## src/rtl/bpa_pkg.sv

```systemverilog
// ---------------------------------------------------------------------------
// bpa_pkg
// Types, constants and helpers for the bitmap page allocator.
// ---------------------------------------------------------------------------
package bpa_pkg;

  // Map geometry
  localparam int PAGE_COUNT_DEF = 1024;
  localparam int WORD_BITS      = 64;
  localparam int BIT_W          = $clog2(WORD_BITS);

  // Fixed field widths of the request and result
  localparam int CMD_W   = 2;
  localparam int IDX_W   = 10;
  localparam int CNT_W   = 11;
  localparam int IN_DW   = 16;
  localparam int OUT_DW  = 24;

  // Request commands; code 3 is unused and does nothing
  typedef enum logic [CMD_W-1:0] {
    CMD_ALLOC = 2'd0,
    CMD_FREE  = 2'd1,
    CMD_CHECK = 2'd2
  } cmd_t;

  // Controller states
  typedef enum logic [2:0] {
    ST_CLEAR,
    ST_IDLE,
    ST_EXEC,
    ST_SCAN,
    ST_RESP
  } state_t;

  // Result of a first-zero search over one map word
  typedef struct packed {
    logic             found;
    logic [BIT_W-1:0] pos;
  } ffz_t;

  // Lowest clear bit of a map word
  function automatic ffz_t find_first_zero(input logic [WORD_BITS-1:0] w);
    ffz_t r;
    r.found = 1'b0;
    r.pos   = '0;
    for (int i = WORD_BITS - 1; i >= 0; i--) begin
      if (!w[i]) begin
        r.found = 1'b1;
        r.pos   = BIT_W'(i);
      end
    end
    return r;
  endfunction

endpackage

```

## src/rtl/bitmap_page_allocator.sv

```systemverilog
// ---------------------------------------------------------------------------
// bitmap_page_allocator
// Next-fit page allocator: one bit per page in a word-wide map memory, a
// count of pages in use and a hint that names a free page.
// ---------------------------------------------------------------------------
//  channel | ports                        | contents
//  --------+------------------------------+-----------------------------------
//  in      | in_tvalid/in_tready/tuser/   | tuser: command; tdata: page_index
//          | tdata                        |
//  out     | out_tvalid/out_tready/tdata  | success, granted_page, pages_in_use
//
//  After reset the map is swept to zero, one 64-bit word a cycle; no request
//  is taken meanwhile.
//  Free, check and a failing allocate pass from the idle state through exec
//  to resp, which loads the result into the output register. An allocate that
//  finds no free page above the hint in its word reads further map words one
//  by one in the scan state, wrapping, bound by the single map read port.
//  One request is in flight at a time; a held result stalls only the next one.
// ---------------------------------------------------------------------------
module bitmap_page_allocator
  import bpa_pkg::*;
#(
  parameter int PAGE_COUNT = PAGE_COUNT_DEF
) (
  input  logic              clk,
  input  logic              rst_n,
  input  logic              in_tvalid,
  output logic              in_tready,
  input  logic [CMD_W-1:0]  in_tuser,   // [1:0] command
  input  logic [IN_DW-1:0]  in_tdata,   // [9:0] page_index, [15:10] zero
  output logic              out_tvalid,
  input  logic              out_tready,
  output logic [OUT_DW-1:0] out_tdata   // [0] success, [10:1] granted_page,
                                        // [21:11] pages_in_use, [23:22] zero
);

  localparam int WB     = WORD_BITS;
  localparam int WORDS  = (PAGE_COUNT + WB - 1) / WB;
  localparam int AW     = (WORDS > 1) ? $clog2(WORDS) : 1;
  localparam int PW     = $clog2(PAGE_COUNT);
  localparam int CW     = $clog2(PAGE_COUNT + 1);
  localparam int EW     = PW + BIT_W + AW;
  localparam int TAIL   = PAGE_COUNT - (WORDS - 1) * WB;
  // Bits of the last word beyond the page total read as used
  localparam logic [WB-1:0] TAIL_MASK = ~((WB'(1) << TAIL) - WB'(1));

  // Page to word address and bit position
  function automatic logic [AW-1:0] word_of(input logic [PW-1:0] p);
    logic [EW-1:0] e;
    e = EW'(p);
    return e[BIT_W +: AW];
  endfunction

  function automatic logic [BIT_W-1:0] bit_of(input logic [PW-1:0] p);
    logic [EW-1:0] e;
    e = EW'(p);
    return e[BIT_W-1:0];
  endfunction

  function automatic logic [AW-1:0] next_word(input logic [AW-1:0] a);
    return (a == AW'(WORDS - 1)) ? '0 : a + AW'(1);
  endfunction

  function automatic logic [WB-1:0] tail_of(input logic [AW-1:0] a);
    return (a == AW'(WORDS - 1)) ? TAIL_MASK : '0;
  endfunction

  // Map memory
  logic [WB-1:0] map_mem [WORDS];
  logic [WB-1:0] rd_data_r;
  logic [AW-1:0] rd_addr;
  logic          wr_en;
  logic [AW-1:0] wr_addr;
  logic [WB-1:0] wr_data;

  // Control and payload registers
  state_t           state_r,     state_nxt;
  logic [AW-1:0]    clr_addr_r,  clr_addr_nxt;
  logic [CMD_W-1:0] cmd_r,       cmd_nxt;
  logic [IDX_W-1:0] idx_r,       idx_nxt;
  logic [PW-1:0]    page_r,      page_nxt;
  logic [PW-1:0]    hint_r,      hint_nxt;
  logic [CW-1:0]    count_r,     count_nxt;
  logic [AW-1:0]    scan_addr_r, scan_addr_nxt;
  logic [AW-1:0]    wb_addr_r,   wb_addr_nxt;
  logic [WB-1:0]    wb_data_r,   wb_data_nxt;
  logic             res_ok_r,    res_ok_nxt;
  logic [PW-1:0]    res_grant_r, res_grant_nxt;
  logic             out_valid_r, out_valid_nxt;
  logic             out_ok_r,    out_ok_nxt;
  logic [IDX_W-1:0] out_grant_r, out_grant_nxt;
  logic [CNT_W-1:0] out_count_r, out_count_nxt;

  // Combinational helpers
  logic [AW-1:0]    page_word;
  logic [BIT_W-1:0] page_bit;
  logic [WB-1:0]    page_onehot;
  logic [WB-1:0]    mod_word;
  logic [WB-1:0]    cand_word;
  logic [WB-1:0]    scan_word;
  ffz_t             hit;
  logic             idx_in_range;
  logic [AW-1:0]    in_word;
  logic [PW-1:0]    in_page;

  // Map memory: registered read, one write port
  always_ff @(posedge clk) begin
    rd_data_r <= map_mem[rd_addr];
    if (wr_en) begin
      map_mem[wr_addr] <= wr_data;
    end
  end

  // Control state
  always_ff @(posedge clk) begin
    if (!rst_n) begin
      state_r     <= ST_CLEAR;
      clr_addr_r  <= '0;
      hint_r      <= '0;
      count_r     <= '0;
      out_valid_r <= 1'b0;
    end else begin
      state_r     <= state_nxt;
      clr_addr_r  <= clr_addr_nxt;
      hint_r      <= hint_nxt;
      count_r     <= count_nxt;
      out_valid_r <= out_valid_nxt;
    end
  end

  // Payload
  always_ff @(posedge clk) begin
    cmd_r       <= cmd_nxt;
    idx_r       <= idx_nxt;
    page_r      <= page_nxt;
    scan_addr_r <= scan_addr_nxt;
    wb_addr_r   <= wb_addr_nxt;
    wb_data_r   <= wb_data_nxt;
    res_ok_r    <= res_ok_nxt;
    res_grant_r <= res_grant_nxt;
    out_ok_r    <= out_ok_nxt;
    out_grant_r <= out_grant_nxt;
    out_count_r <= out_count_nxt;
  end

  // Address decode of the stored and incoming page
  always_comb begin
    page_word    = word_of(page_r);
    page_bit     = bit_of(page_r);
    page_onehot  = WB'(1) << page_bit;
    idx_in_range = (32'(idx_r) < 32'(PAGE_COUNT));
    in_page      = PW'(in_tdata[IDX_W-1:0]);
    in_word      = word_of(in_page);
    if (32'(in_word) >= 32'(WORDS)) begin
      in_word = '0;
    end
  end

  // Next state, memory access and result
  always_comb begin
    state_nxt     = state_r;
    clr_addr_nxt  = clr_addr_r;
    cmd_nxt       = cmd_r;
    idx_nxt       = idx_r;
    page_nxt      = page_r;
    hint_nxt      = hint_r;
    count_nxt     = count_r;
    scan_addr_nxt = scan_addr_r;
    wb_addr_nxt   = wb_addr_r;
    wb_data_nxt   = wb_data_r;
    res_ok_nxt    = res_ok_r;
    res_grant_nxt = res_grant_r;
    out_valid_nxt = out_valid_r && !out_tready;
    out_ok_nxt    = out_ok_r;
    out_grant_nxt = out_grant_r;
    out_count_nxt = out_count_r;
    rd_addr       = '0;
    wr_en         = 1'b0;
    wr_addr       = page_word;
    wr_data       = '0;
    in_tready     = 1'b0;
    mod_word      = rd_data_r | page_onehot;
    cand_word     = '0;
    scan_word     = (scan_addr_r == wb_addr_r) ? wb_data_r : rd_data_r;
    hit           = '0;

    unique case (state_r)
      // Sweep the map to all free
      ST_CLEAR: begin
        wr_en   = 1'b1;
        wr_addr = clr_addr_r;
        if (clr_addr_r == AW'(WORDS - 1)) begin
          state_nxt = ST_IDLE;
        end else begin
          clr_addr_nxt = clr_addr_r + AW'(1);
        end
      end

      // Take a request and read the word holding its page
      ST_IDLE: begin
        in_tready = 1'b1;
        rd_addr   = (in_tuser == CMD_ALLOC) ? word_of(hint_r) : in_word;
        if (in_tvalid) begin
          cmd_nxt   = in_tuser;
          idx_nxt   = in_tdata[IDX_W-1:0];
          page_nxt  = (in_tuser == CMD_ALLOC) ? hint_r : in_page;
          state_nxt = ST_EXEC;
        end
      end

      // Read-modify-write of the page's word; a check only reads it
      ST_EXEC: begin
        res_ok_nxt    = 1'b0;
        res_grant_nxt = '0;
        state_nxt     = ST_RESP;
        unique case (cmd_r)
          CMD_ALLOC: begin
            if (count_r != CW'(PAGE_COUNT)) begin
              wr_en         = 1'b1;
              wr_data       = mod_word;
              wb_addr_nxt   = page_word;
              wb_data_nxt   = mod_word;
              res_ok_nxt    = 1'b1;
              res_grant_nxt = page_r;
              count_nxt     = count_r + CW'(1);
              if (count_r != CW'(PAGE_COUNT - 1)) begin
                // look for the next free page above the hint in this word
                cand_word = mod_word | ((WB'(1) << page_bit) - WB'(1))
                            | tail_of(page_word);
                hit       = find_first_zero(cand_word);
                if (hit.found) begin
                  hint_nxt = PW'({page_word, hit.pos});
                end else begin
                  rd_addr       = next_word(page_word);
                  scan_addr_nxt = next_word(page_word);
                  state_nxt     = ST_SCAN;
                end
              end
            end
          end
          CMD_FREE: begin
            if (idx_in_range && rd_data_r[page_bit]) begin
              wr_en      = 1'b1;
              wr_data    = rd_data_r & ~page_onehot;
              hint_nxt   = page_r;
              count_nxt  = count_r - CW'(1);
              res_ok_nxt = 1'b1;
            end
          end
          CMD_CHECK: begin
            res_ok_nxt = idx_in_range && !rd_data_r[page_bit];
          end
          default: begin
          end
        endcase
      end

      // Walk the map word by word, wrapping, until a free page turns up
      ST_SCAN: begin
        cand_word = scan_word | tail_of(scan_addr_r);
        hit       = find_first_zero(cand_word);
        if (hit.found) begin
          hint_nxt  = PW'({scan_addr_r, hit.pos});
          state_nxt = ST_RESP;
        end else begin
          rd_addr       = next_word(scan_addr_r);
          scan_addr_nxt = next_word(scan_addr_r);
        end
      end

      // Hand the result to the output register once it is free
      ST_RESP: begin
        if (!out_valid_r || out_tready) begin
          out_valid_nxt = 1'b1;
          out_ok_nxt    = res_ok_r;
          out_grant_nxt = IDX_W'(res_grant_r);
          out_count_nxt = CNT_W'(count_r);
          state_nxt     = ST_IDLE;
        end
      end

      default: begin
        state_nxt = ST_IDLE;
      end
    endcase
  end

  assign out_tvalid = out_valid_r;
  assign out_tdata  = {(OUT_DW - 1 - IDX_W - CNT_W)'(0), out_count_r, out_grant_r, out_ok_r};

endmodule

```

## config.mk

```make
export PLATFORM = sky130hd
export DESIGN_NAME = bitmap_page_allocator
export DESIGN_NICKNAME = d
export VERILOG_FILES = /design/src/rtl/bpa_pkg.sv /design/src/rtl/bitmap_page_allocator.sv
export SDC_FILE = /design/constraint.sdc
export NUM_CORES = 2
export LEC_CHECK = 0
export ABC_AREA = 1
export ABC_CLOCK_PERIOD_IN_PS = 21300
export BUFFER_PORTS_ARGS = -buffer_cell sky130_fd_sc_hd__buf_2
export CORE_MARGIN = 2
export CORE_UTILIZATION = 30
export CTS_BUF_LIST = sky130_fd_sc_hd__clkbuf_16
export CTS_CLUSTER_DIAMETER = 150
export DETAILED_ROUTE_END_ITERATION = 16
export GPL_TIMING_DRIVEN = 0
export PLACE_DENSITY_LB_ADDON = 0.2
export SETUP_SLACK_MARGIN = 0.2
export SLEW_MARGIN = 0
export SYNTH_ARGS = -nofsm -noshare
export SYNTH_HDL_FRONTEND = slang
export SYNTH_SLANG_ARGS = --single-unit
```

## constraint.sdc

```tcl
create_clock -name clk -period 21.3 [get_ports clk]
set_input_delay 0 -clock clk [delete_from_list [all_inputs] [get_ports clk]]
set_output_delay 0 -clock clk [all_outputs]
set_load 0.005 [all_outputs]
```

==> results.md <==
- Register bit count reported by yosys: 1,234
- Layout cells sized above 1: 0.1081
- Worst slack, placed: 12.18 ns
- Avg Inst Size Synth: 10.81 µm²
- Drt total wl: 201,200 µm
- Worst Setup SP: page_r[4]
- Post-layout util: 0.3567
- Pleak: 24.53 nW
- Crit path kind: reg -> reg
- DP Wirelength: 143,300 µm
- Nets: 5,424
- Peak Freq: 104.0 MHz
- Synth Warn #: 0
- Overflow after GRT: 0
- CP endpoint kind: flip-flop
- Mapped Area: 0.05465 mm²
- Max_cap viols: 2
- CP arrival: 10.26 ns
- Final setup TNS: 0 ns
- Clock root buffer: clkbuf_16
- TritonCTS buffer count: 138
- DRC: 0
- Routed WL per cell: 25.54 µm
- CP most frequent cell: nand2_1
- Antenna Violating Nets Remaining: 0
- Fillers: 17,750
- Status: finished, violations left
- Worst r2r src: page_r[4]
- Sequential area share after synthesis: 0.6610
- Hold path start: out_tready
- Chip height: 430.8 µm
- Failing checks: capacitance limit, slew limit
- Final hold violation count: 0
- H-tree level count: 4
- Die area: 0.1856 mm²
- Die Wd: 430.8 µm
- Setup-failing EPs final: 0
- Final worst path period share: 0.4513
- Worst-path fanout max: 10
- FP Rows: 156
- WP buf/inv: 8
- Synthesized instance count: 5,054
- CTS Hold Bufs: 17
- Clk_lat worst skew: 0.81 ns
- Initial antenna violation count: 6
- Pre-antenna DRT Iters: 5
- # resized after CTS: 0
- CP max stage delay: 1.27 ns
- Register area: 0.03612 mm²
- Req. time, crit path: 21.94 ns
- Largest net degree at the start of global routing: 26
- Crit path max-delay family: simple AND/OR/NAND/NOR gates
- Vias in the first global route: 37,630
- CTS tree: done
- Total setup buffers inserted after CTS: 0
- GRT Util Overall: 0.2131
- Peak VDD IR: 55.84 µV
- First-pass GRT wire length: 281,600 µm
- Clock slew at reported path FFs: 0.06 ns
- HP Class: in -> reg
- GPL Wtd Cong: 0.9672
- Core area: 0.1809 mm²
- Port Buffer Count: 39
- DR vias/cell: 5.061
- Final worst setup slack: 11.69 ns
- Final Max Tran Viols: 15
- Footprint of the multi-input gates: 0.01469 mm²
- Yosys cell types: 55
- Area Growth Syn to Fin: 18.07%
- Clk sinks: 1,234
- I/O Pins: 48
- Final Skew: 0.05453 ns
- Worst path slowest cell: o21ai_0
- Fin crit period: 9.614 ns
- Clk buf depth: 3
- Tightest Pin Transition: 1.619 ns
- Pwr/cell area: 80.14 mW/mm²
- Startpoint Class: flip-flop
- Relative slew margins: -0.07912
- Via count: 39,870
- Starting Density: 0.3021
- Drt initial violations: 4,217
- RSZ-0062 raised after global routing: false
placed cells by master (no fill, tap or decap), types with 12 or more instances in the layout:
| cell | Yosys | final |
|---|---|---|
| edfxtp_1 | 1141 | 1141 |
| nand2_1 | 1005 | 1005 |
| inv_1 | 802 | 851 |
| o211ai_1 | 518 | 518 |
| nand3_1 | 384 | 384 |
| nor2_1 | 279 | 262 |
| o21ai_0 | 168 | 168 |
| clkbuf_16 | 0 | 140 |
| buf_2 | 79 | 137 |
| clkbuf_1 | 136 | 130 |
| dfxtp_1 | 93 | 93 |
| buf_4 | 12 | 50 |
| a21oi_1 | 49 | 48 |
| nand4_1 | 45 | 45 |
| buf_12 | 0 | 45 |
| buf_1 | 41 | 41 |
| clkinv_1 | 2 | 33 |
| buf_6 | 6 | 32 |
| a2111oi_2 | 0 | 30 |
| nor2_4 | 9 | 25 |
| nor3_1 | 30 | 24 |
| mux2i_1 | 24 | 24 |
| a211oi_2 | 0 | 21 |
| inv_2 | 18 | 18 |
| o22ai_1 | 18 | 18 |
| dlygate4sd3_1 | 0 | 17 |
| a31oi_1 | 16 | 16 |
| nor4_1 | 13 | 13 |
| ha_1 | 13 | 13 |
| clkinv_2 | 0 | 12 |
cell families after synthesis:
family,share of synthesized area
AND/OR/NAND/NOR,0.1385
flip-flops,0.6610
buffers and inverters,0.07896
AO/OA/AOI/OAI,0.1101
multiplexers,0.006044
adder cells (fa/ha/maj),0.003342
XOR/XNOR,0.002083
other,0.00006861
through the flow:
stage	cell area, µm²	hold WS [ns]	power (mW)	std cells
final	64530	0.06447	5.172	7877
after global routing	64520	0.07891	5.324	7873
after CTS	64520	0.01603	5.209	7872
after detailed placement	60090	0.1954	2.954	7600
after global placement	57820	0.1957	2.947	7464
after floorplan	54660	0.09887	2.867	5055
tightest hold or removal path, stage by stage:
cell,delay (ns)
dlygate4sd3_1,0.52
buf_2,0.09
inv_1,0.05
nand2_1,0.08
a21oi_1,0.06
routing by layer:
layer  wire length (µm)  share of wire  global-route usage
met1              90230           0.45              0.2991
met2              90010           0.45              0.3314
met3              13110          0.065             0.03355
met4               7832          0.039             0.07972
met5                 13       0.000065                   0
area by class of cell:
cell class	instances	area share
Clock inverter	115	0.01167
Clock buffer	140	0.05429
Buffer	274	0.01898
Timing Repair Buffer	193	0.03350
Tap cell	2370	0.04595
Multi-Input combinational cell	2723	0.2277
Sequential cell	1234	0.5598
Inverter	824	0.04801
Antenna cell	4	0.0001551
state kept, by name, indices dropped and copies added (netlist names):
name         flops
cmd_r            2
wb_data_r       64
state_r          3
out_count_r     11
wb_addr_r        4
out_grant_r     10
hint_r          10
clr_addr_r       4
map_mem       1024
res_ok_r         1
scan_addr_r      4
res_grant_r     10
rd_data_r       64
page_r          10
out_tvalid       1
out_ok_r         1
count_r         11
path summary, 6_finish.rpt:
check	slack (ns)	endpoint	cells past startpoint
worst min register to register	0.42	out_grant_r[0]	0
worst max-delay path	11.69	rd_data_r[15]	28
worst min-delay path	0.06	out_tvalid	5
worst max register to register	11.69	rd_data_r[15]	28
report_power, final:
part | total, mW | switching, mW | internal (mW)
clock | 2.26 | 1.00 | 1.26
sequential | 2.71 | 0.0253 | 2.68
combinational | 0.202 | 0.139 | 0.0635
total | 5.17 | 1.17 | 4.00
Yosys cell counts, drive strengths merged:
| library cell | number | area [µm²] |
|---|---|---|
| inv | 822 | 3090 |
| nand2 | 1012 | 3826 |
| nor4 | 13 | 81.33 |
| o311ai | 7 | 61.31 |
| a21oi | 50 | 254.0 |
| a31o | 2 | 17.52 |
| nand3 | 386 | 1942 |
| o32ai | 1 | 8.760 |
| mux2i | 24 | 240.2 |
| clkbuf | 136 | 510.5 |
| a211oi | 23 | 172.7 |
| o211ai | 518 | 3889 |
| a21boi | 2 | 15.01 |
| o41ai | 1 | 8.760 |
| fa | 1 | 20.02 |
| o21bai | 6 | 45.04 |
| or2 | 3 | 18.77 |
| o22ai | 18 | 112.6 |
| nand3b | 1 | 7.510 |
| a2111oi | 31 | 271.5 |
| o31ai | 9 | 67.56 |
| o221ai | 1 | 8.760 |
| edfxtp | 1141 | 34260 |
| mux2 | 8 | 90.09 |
| o21ai | 172 | 860.8 |
| a31oi | 16 | 100.1 |
| a311o | 1 | 10.01 |
| a221oi | 9 | 78.83 |
| clkinv | 2 | 7.510 |
| nor3 | 31 | 160.1 |
| nand4 | 49 | 331.6 |
| dfxtp | 93 | 1862 |
| or4 | 1 | 7.510 |
| o2111ai | 3 | 26.28 |
| nor2 | 295 | 1192 |
| conb | 1 | 3.750 |
| xor2 | 5 | 43.79 |
| xnor2 | 8 | 70.07 |
| buf | 138 | 706.9 |
| ha | 13 | 162.7 |
| a311oi | 1 | 8.760 |
Note: power is estimated with default switching activity, not from simulation.
